## config.mk

```make
export PLATFORM = sky130hd
export DESIGN_NAME = sliding_window_sum_median
export DESIGN_NICKNAME = d
export VERILOG_FILES = /design/src/sv/swsm_pkg.sv /design/src/sv/swsm_ram.sv /design/src/sv/swsm_rank.sv /design/src/sv/sliding_window_sum_median.sv
export SDC_FILE = /design/constraint.sdc
export NUM_CORES = 1
export LEC_CHECK = 0
export BUFFER_PORTS_ARGS = -buffer_cell sky130_fd_sc_hd__buf_4
export CORE_ASPECT_RATIO = 0.7
export CORE_MARGIN = 4
export CORE_UTILIZATION = 56
export CTS_BUF_LIST = sky130_fd_sc_hd__clkbuf_8 sky130_fd_sc_hd__clkbuf_16
export CTS_CLUSTER_DIAMETER = 40
export DETAILED_ROUTE_END_ITERATION = 6
export GPL_ROUTABILITY_DRIVEN = 0
export GPL_TIMING_DRIVEN = 0
export HOLD_SLACK_MARGIN = 0.1
export MAX_ROUTING_LAYER = met4
export PLACE_DENSITY = 0.76
export SLEW_MARGIN = 5
export SYNTH_ARGS = -nofsm -noshare
export SYNTH_HDL_FRONTEND = slang
export SYNTH_SLANG_ARGS = --single-unit
export TNS_END_PERCENT = 5
```

## constraint.sdc

```tcl
create_clock -name clk -period 6.5 [get_ports clk]
set_input_delay 1.3 -clock clk [delete_from_list [all_inputs] [get_ports clk]]
set_output_delay 1.3 -clock clk [all_outputs]
set_load 0.05 [all_outputs]
```

## src/sv/swsm_pkg.sv

```systemverilog
`timescale 1ns / 1ps
package swsm_pkg;

	localparam int WINDOW = 8;
	localparam int AW = (WINDOW > 1) ? $clog2(WINDOW) : 1;
	localparam int CW = $clog2(WINDOW + 1);

	localparam int DATA_W = 32;
	localparam int SUM_W = 37;
	localparam int FILL_W = 6;
	localparam int OUT_W = SUM_W + DATA_W + FILL_W;
	localparam int OUT_TDATA_W = ((OUT_W + 7) / 8) * 8;

	localparam logic REQ_PUSH = 1'b0;
	localparam logic REQ_CLEAR = 1'b1;

	typedef struct packed {
		logic          start;
		logic [CW-1:0] count;
	} rank_ctl_t;

endpackage

```

## src/sv/swsm_ram.sv

```systemverilog
`timescale 1ns / 1ps
module swsm_ram (
	input  logic                                 clk,
	input  logic                                 we,
	input  logic        [swsm_pkg::AW-1:0]       waddr,
	input  logic signed [swsm_pkg::DATA_W-1:0]   wdata,
	input  logic        [swsm_pkg::AW-1:0]       a_addr,
	input  logic        [swsm_pkg::AW-1:0]       b_addr,
	output logic signed [swsm_pkg::DATA_W-1:0]   a_data,
	output logic signed [swsm_pkg::DATA_W-1:0]   b_data
);

	logic signed [swsm_pkg::DATA_W-1:0] mem [swsm_pkg::WINDOW];

	always_ff @(posedge clk) begin
		if (we) begin
			mem[waddr] <= wdata;
		end
	end

	always_ff @(posedge clk) begin
		a_data <= mem[a_addr];
		b_data <= mem[b_addr];
	end

endmodule

```

## src/sv/swsm_rank.sv

```systemverilog
`timescale 1ns / 1ps
module swsm_rank (
	input  logic                                 clk,
	input  logic                                 arst_n,
	input  swsm_pkg::rank_ctl_t                  ctl,
	input  logic signed [swsm_pkg::DATA_W-1:0]   a_data,
	input  logic signed [swsm_pkg::DATA_W-1:0]   b_data,
	output logic        [swsm_pkg::AW-1:0]       a_addr,
	output logic        [swsm_pkg::AW-1:0]       b_addr,
	output logic                                 done,
	output logic signed [swsm_pkg::DATA_W-1:0]   lo_val,
	output logic signed [swsm_pkg::DATA_W-1:0]   hi_val
);

	logic                                run_q;
	logic        [swsm_pkg::CW-1:0]      n_q;
	logic        [swsm_pkg::AW-1:0]      i_q;
	logic        [swsm_pkg::AW-1:0]      j_q;
	logic                                v_s1;
	logic                                last_s1;
	logic                                fin_s1;
	logic        [swsm_pkg::CW-1:0]      less_q;
	logic        [swsm_pkg::CW-1:0]      eq_q;
	logic signed [swsm_pkg::DATA_W-1:0]  lo_q;
	logic signed [swsm_pkg::DATA_W-1:0]  hi_q;
	logic                                done_q;

	logic [swsm_pkg::CW-1:0] nm1;
	logic [swsm_pkg::CW-1:0] k_lo;
	logic [swsm_pkg::CW-1:0] k_hi;
	logic [swsm_pkg::CW-1:0] lt_c;
	logic [swsm_pkg::CW-1:0] le_c;
	logic                    j_end;
	logic                    i_end;

	assign nm1   = n_q - 1'b1;
	assign k_lo  = nm1 >> 1;
	assign k_hi  = n_q >> 1;
	assign j_end = (swsm_pkg::CW'(j_q) == nm1);
	assign i_end = (swsm_pkg::CW'(i_q) == nm1);
	assign lt_c  = less_q + swsm_pkg::CW'(b_data < a_data);
	assign le_c  = lt_c + eq_q + swsm_pkg::CW'(b_data == a_data);

	assign a_addr = i_q;
	assign b_addr = j_q;
	assign done   = done_q;
	assign lo_val = lo_q;
	assign hi_val = hi_q;

	always_ff @(posedge clk or negedge arst_n) begin
		if (!arst_n) begin
			run_q   <= 1'b0;
			n_q     <= '0;
			i_q     <= '0;
			j_q     <= '0;
			v_s1    <= 1'b0;
			last_s1 <= 1'b0;
			fin_s1  <= 1'b0;
			less_q  <= '0;
			eq_q    <= '0;
			done_q  <= 1'b0;
		end else begin
			done_q <= v_s1 && fin_s1;
			v_s1   <= run_q;
			if (ctl.start) begin
				run_q  <= 1'b1;
				n_q    <= ctl.count;
				i_q    <= '0;
				j_q    <= '0;
				less_q <= '0;
				eq_q   <= '0;
			end else begin
				if (run_q) begin
					last_s1 <= j_end;
					fin_s1  <= j_end && i_end;
					if (j_end) begin
						j_q <= '0;
						if (i_end) begin
							run_q <= 1'b0;
						end else begin
							i_q <= i_q + 1'b1;
						end
					end else begin
						j_q <= j_q + 1'b1;
					end
				end
				if (v_s1) begin
					if (last_s1) begin
						less_q <= '0;
						eq_q   <= '0;
					end else begin
						less_q <= lt_c;
						eq_q   <= eq_q + swsm_pkg::CW'(b_data == a_data);
					end
				end
			end
		end
	end

	// a candidate holds the wanted rank when no more than k values lie below it and more than k lie at or below it
	always_ff @(posedge clk) begin
		if (v_s1 && last_s1) begin
			if (lt_c <= k_lo && k_lo < le_c) begin
				lo_q <= a_data;
			end
			if (lt_c <= k_hi && k_hi < le_c) begin
				hi_q <= a_data;
			end
		end
	end

	a_issue_follows_run: assert property (@(posedge clk) disable iff (!arst_n)
		v_s1 |-> $past(run_q))
		else $error("compare stage active without an issued read");

	a_counts_bounded: assert property (@(posedge clk) disable iff (!arst_n)
		!ctl.start |-> (less_q + eq_q) <= n_q)
		else $error("rank counts exceed fill count");

endmodule

```

## src/sv/sliding_window_sum_median.sv

```systemverilog
`timescale 1ns / 1ps
// a push gives its result once the rank scan has compared every pair of the n values held (n = 8 when full)
// no new request is accepted until the last result is registered; the rank scan runs over the two memory read ports
// a clear request gives its all-zero result without a rank scan
// the result register lets the next request in while a result waits on m_tready
// reset: asynchronous, active low; empties the window; memory contents are not cleared
module sliding_window_sum_median (
	input  logic                                   clk,
	input  logic                                   arst_n,
	input  logic                                   s_tvalid,
	output logic                                   s_tready,
	input  logic [swsm_pkg::DATA_W-1:0]            s_tdata,  // value
	input  logic                                   s_tuser,  // req_type
	output logic                                   m_tvalid,
	input  logic                                   m_tready,
	output logic [swsm_pkg::OUT_TDATA_W-1:0]       m_tdata   // window_sum, median, fill_count
);

	typedef enum logic [3:0] {
		ST_IDLE = 4'b0001,
		ST_UPD  = 4'b0010,
		ST_SCAN = 4'b0100,
		ST_FIN  = 4'b1000
	} state_t;

	state_t                               state_q;
	logic        [swsm_pkg::AW-1:0]       wpos_q;
	logic        [swsm_pkg::CW-1:0]       cnt_q;
	logic signed [swsm_pkg::SUM_W-1:0]    total_q;
	logic signed [swsm_pkg::DATA_W-1:0]   value_q;
	logic                                 clr_q;
	logic                                 out_valid_q;
	logic        [swsm_pkg::OUT_W-1:0]    out_q;

	logic                                 accept;
	logic                                 full;
	logic                                 out_free;
	logic        [swsm_pkg::CW-1:0]       cnt_next;
	logic signed [swsm_pkg::SUM_W-1:0]    old_ext;
	logic signed [swsm_pkg::SUM_W-1:0]    new_ext;
	logic signed [swsm_pkg::DATA_W:0]     pair;
	logic signed [swsm_pkg::DATA_W:0]     pair_adj;
	logic signed [swsm_pkg::DATA_W-1:0]   med;

	logic        [swsm_pkg::AW-1:0]       a_addr;
	logic        [swsm_pkg::AW-1:0]       b_addr;
	logic        [swsm_pkg::AW-1:0]       rank_a_addr;
	logic signed [swsm_pkg::DATA_W-1:0]   a_data;
	logic signed [swsm_pkg::DATA_W-1:0]   b_data;
	logic                                 rank_done;
	logic signed [swsm_pkg::DATA_W-1:0]   lo_val;
	logic signed [swsm_pkg::DATA_W-1:0]   hi_val;
	swsm_pkg::rank_ctl_t                  rank_ctl;

	assign s_tready = (state_q == ST_IDLE);
	assign accept   = s_tvalid && s_tready;
	assign full     = (cnt_q == swsm_pkg::CW'(swsm_pkg::WINDOW));
	assign cnt_next = full ? cnt_q : cnt_q + 1'b1;
	assign out_free = !out_valid_q || m_tready;

	assign old_ext = full ? swsm_pkg::SUM_W'(a_data) : '0;
	assign new_ext = swsm_pkg::SUM_W'(value_q);

	// pair sum halved toward zero
	assign pair     = (swsm_pkg::DATA_W + 1)'(lo_val) + (swsm_pkg::DATA_W + 1)'(hi_val);
	assign pair_adj = pair + (swsm_pkg::DATA_W + 1)'(pair[swsm_pkg::DATA_W]);
	assign med      = clr_q ? '0 : pair_adj[swsm_pkg::DATA_W:1];

	// prefetch the departing entry while idle
	assign a_addr = (state_q == ST_SCAN) ? rank_a_addr : wpos_q;

	assign rank_ctl.start = (state_q == ST_UPD);
	assign rank_ctl.count = cnt_next;

	assign m_tvalid = out_valid_q;
	assign m_tdata  = swsm_pkg::OUT_TDATA_W'(out_q);

	swsm_ram u_ram (
		.clk    (clk),
		.we     (state_q == ST_UPD),
		.waddr  (wpos_q),
		.wdata  (value_q),
		.a_addr (a_addr),
		.b_addr (b_addr),
		.a_data (a_data),
		.b_data (b_data)
	);

	swsm_rank u_rank (
		.clk    (clk),
		.arst_n (arst_n),
		.ctl    (rank_ctl),
		.a_data (a_data),
		.b_data (b_data),
		.a_addr (rank_a_addr),
		.b_addr (b_addr),
		.done   (rank_done),
		.lo_val (lo_val),
		.hi_val (hi_val)
	);

	always_ff @(posedge clk or negedge arst_n) begin
		if (!arst_n) begin
			state_q     <= ST_IDLE;
			wpos_q      <= '0;
			cnt_q       <= '0;
			total_q     <= '0;
			clr_q       <= 1'b0;
			out_valid_q <= 1'b0;
		end else begin
			if (out_valid_q && m_tready) begin
				out_valid_q <= 1'b0;
			end
			unique case (state_q)
				ST_IDLE: begin
					if (accept) begin
						if (s_tuser == swsm_pkg::REQ_CLEAR) begin
							wpos_q  <= '0;
							cnt_q   <= '0;
							total_q <= '0;
							clr_q   <= 1'b1;
							state_q <= ST_FIN;
						end else begin
							clr_q   <= 1'b0;
							state_q <= ST_UPD;
						end
					end
				end
				ST_UPD: begin
					total_q <= total_q - old_ext + new_ext;
					cnt_q   <= cnt_next;
					if (swsm_pkg::CW'(wpos_q) == swsm_pkg::CW'(swsm_pkg::WINDOW - 1)) begin
						wpos_q <= '0;
					end else begin
						wpos_q <= wpos_q + 1'b1;
					end
					state_q <= ST_SCAN;
				end
				ST_SCAN: begin
					if (rank_done) begin
						state_q <= ST_FIN;
					end
				end
				ST_FIN: begin
					if (out_free) begin
						out_valid_q <= 1'b1;
						state_q     <= ST_IDLE;
					end
				end
				default: begin
					state_q <= ST_IDLE;
				end
			endcase
		end
	end

	always_ff @(posedge clk) begin
		if (accept) begin
			value_q <= s_tdata;
		end
		if (state_q == ST_FIN && out_free) begin
			out_q <= {swsm_pkg::FILL_W'(cnt_q), med, total_q};
		end
	end

	a_count_bounded: assert property (@(posedge clk) disable iff (!arst_n)
		cnt_q <= swsm_pkg::CW'(swsm_pkg::WINDOW))
		else $error("fill count above window size");

	a_clear_empties: assert property (@(posedge clk) disable iff (!arst_n)
		(state_q == ST_FIN && clr_q) |-> (cnt_q == '0 && total_q == '0 && wpos_q == '0))
		else $error("clear left window state behind");

	a_done_in_scan: assert property (@(posedge clk) disable iff (!arst_n)
		rank_done |-> state_q == ST_SCAN)
		else $error("rank scan finished outside scan state");

	a_push_counts: assert property (@(posedge clk) disable iff (!arst_n)
		state_q == ST_UPD |=> cnt_q != '0)
		else $error("push left the window empty");

endmodule
```

==> out/results.ini <==
[place]
hpwl_um=50100
io_buffer_count=111
dpl.cell_count=2876
pre_cts_slack_ps=314

[setup_path]
worst_setup_path_start_kind=flop
arrival_ps=6390
r2r_slack_ps=410
crit_path_max_fanout=17
worst-endpoint-required_ps=6800
worst_setup_path_end_kind=flop
worstSetupPathType=flop to flop

[logic_synthesis]
synthTopCellsByCount=edfxtp_1, inv_1, mux4_2, ha_1, nand2_1
synth_cells=2062
synth-edff-count=425
synth_simple_gate_area_share_pct=7.30
post-synth-top-count-cell=edfxtp_1
ys.flop_type=edfxtp_1
synth_compound_area_share_pct=7.72
ys_warn_count=0
synth_top_cells_by_area=edfxtp_1, mux4_2, dfrtp_1
synthAdderAreaFrac_pct=8.27
synth_mux_area_share_pct=13.2
ys_types=81
ys_seq_area_share_pct=56.4
post-synth-top-area-cell=edfxtp_1
avgSynthCellArea_um2=13.7
synth_top_area_share_pct=45.3
synthXorXnorAreaFrac_pct=3.23
async_flop_share_pct=13.0
synth_top_family_by_area=multiplexers
syn_area_um2=28200
ys_ff_latch=562

[floorplanning]
ios=119
die_area_um2=54000
initial_core_util_pct=56.9
die_w_um=276
die_h_um=196
num_rows=68
core_area_um2=49500

[drt]
via_per_inst=6.13
final_antenna_net_count=0
wl_per_cell_um=23.4
drt-total-wl_um=69900
vias=18300
drc=0
drt_iter0_drc=2014
drtPass1Iterations=5

[min_path]
min_path_type=flop to flop

[global_route]
grt_overflow=0
grt_use_met2_pct=41.1
use_met3_pct=5.93
grt_max_degree=74
grt_use_met1_pct=35.8
top_usage_layer=met2
grt_first_pass_wirelength_um=108000
grt_usage_pct=26.7
antenna_found_initial=1
first_global_vias=18600

[cts]
ctsResizeCount=0
postCtsSetupBuffers=0
insertion_delay_ps=630
clkSlewWorstSetupHoldPaths_ps=60
ctsRootBufferMaster=clkbuf_16
cts.sinks=562
cts_tree=yes
clock_path_buffers=3
htreeDepth=2
cts_buffers=59
cts_hold_buf=0

[timing]
period_minus_slack_ps=6090
clock.fmax_mhz=164
worstMarginPinSlew_ps=1410
setup_slack_ps=412
hold_violations=0
post-route-period-util_pct=93.7
finClkSkew_ps=32.6
drv_slew=0
fin_setup_tns_ps=0
slew_headroom_pct=3.40
finalSetupViolations=0
rsz0062_at_grt=false

[pwr]
p_int_w=0.00905
seqPwrFrac_pct=34.8
power.density_nw_per_um2=447
swShare_pct=37.5
switchingPower_w=0.00544
peakVddDrop_v=0.000279
leakage_nw=12.6
combPwrFrac_pct=41.3
clockPowerShare_pct=23.9

[flow_run]
maxCapViolCount=0

[finish]
finalNonFillerCells=2988
area_delta_synth_final_pct=15.0
fin_nets=2471
final_layout_size_suffix_gt1_share_pct=21.0
num-fill-cells=3488

[outcome]
status=finished, final reports clean

==> cells by family after synthesis <==
kind of cell / after synthesis
compound gates: 336
xor+xnor: 102
fa+ha+maj: 163
buf+inv: 285
flops: 562
mux: 203
other cells: 1
simple gates: 410
==> cell usage in the layout (no fill, tap or decap), drive strengths merged, types with 13 or more instances in the layout <==
cell type and count:
edfxtp 425, inv 226, buf 167, mux4 128
ha 123, clkbuf 118, nand2 105, nor2 103
a21oi 93, o21ai 87, dfrtp 72, mux2 67
dfxtp 64, xor2 61, nor3 53, a21o 52
xnor2 41, fa 39, nand3 33, nand4 23
nand2b 20, clkinv 19, a211oi 14, nor2b 13
nor4 13
==> power groups by stage <==
stage	combinational (W)	clock, W	sequential [W]
2_1_floorplan	0.00419	0	0.00502
3_3_place_gp	0.00553	0	0.00509
3_5_place_dp	0.00577	0	0.00510
4_1_cts	0.00588	0.00351	0.00503
5_1_grt	0.00655	0.00367	0.00509
6_report	0.00599	0.00346	0.00504
==> layer usage <==
metal | vias up | routed length, um
met4 | 0 | 2440
met2 | 945 | 32500
li1 | 8108 | -
met3 | 167 | 6610
met5 | - | 0
met1 | 9089 | 28300
==> final timing paths <==
| kind | start | end | depth (start not counted) |
|---|---|---|---|
| hold / removal | cnt_q[2] | out_q[71] | 0 |
| setup reg to reg | u_ram.a_data[25] | u_rank.hi_val[29] | 25 |
| setup / recovery | u_ram.a_data[25] | u_rank.hi_val[29] | 25 |
| max in group asynchronous | arst_n | total_q[28] | 1 |
| hold reg to reg | cnt_q[2] | out_q[71] | 0 |
| min in group asynchronous | arst_n | total_q[1] | 1 |
==> metrics by stage <==
stage	util, %	total power (W)	area (um^2)	hold slack [ps]
after global routing	65.4	0.0153	32400	492
final	65.4	0.0145	32400	457
after CTS	65.3	0.0144	32400	468
after floorplan	-	0.00920	28200	423
after detailed placement	61.3	0.0109	30300	456
after global placement	60.3	0.0106	29800	439
==> critical path, cell delays in order (launching register included) <==
cell	delay (ps)
dfxtp_1	390
inv_1	120
ha_1	330
a21o_1	170
a21oi_1	150
nor2b_1	60
o21ai_0	150
nand2b_1	70
a21oi_1	310
o21ai_0	150
a31oi_2	310
o211ai_1	320
mux2i_4	330
ha_1	320
inv_1	90
fa_1	370
inv_1	90
fa_1	410
inv_1	100
ha_1	230
o21ai_0	70
nand2b_1	80
maj3_1	400
a211oi_4	280
buf_8	220
buf_8	210
==> state kept, by name (all words and copies together), names as in the netlist, 3 cells and up <==
name,cells
u_ram.mem,256
out_q,73
total_q,37
u_ram.a_data,32
u_ram.b_data,32
u_rank.hi_val,32
u_rank.lo_val,32
value_q,32
cnt_q,4
state_q,4
u_rank.eq_q,4
u_rank.less_q,4
u_rank.n_q,4
u_rank.a_addr,3
u_rank.b_addr,3
wpos_q,3
==> area by class of cell <==
type / instances / area, um^2 / area share [%]
diodes: 1 / 2.50 / 0.00773
plain buffers: 76 / 314 / 0.970
clock buffers: 66 / 1610 / 4.96
clock inverters: 45 / 415 / 1.28
inverters: 209 / 785 / 2.42
multi-input cells: 1221 / 11300 / 35.0
flip-flops and latches: 562 / 15900 / 49.0
well taps: 665 / 832 / 2.57
repair buffers: 143 / 1240 / 3.82
Note: power is estimated with default switching activity, not from simulation.
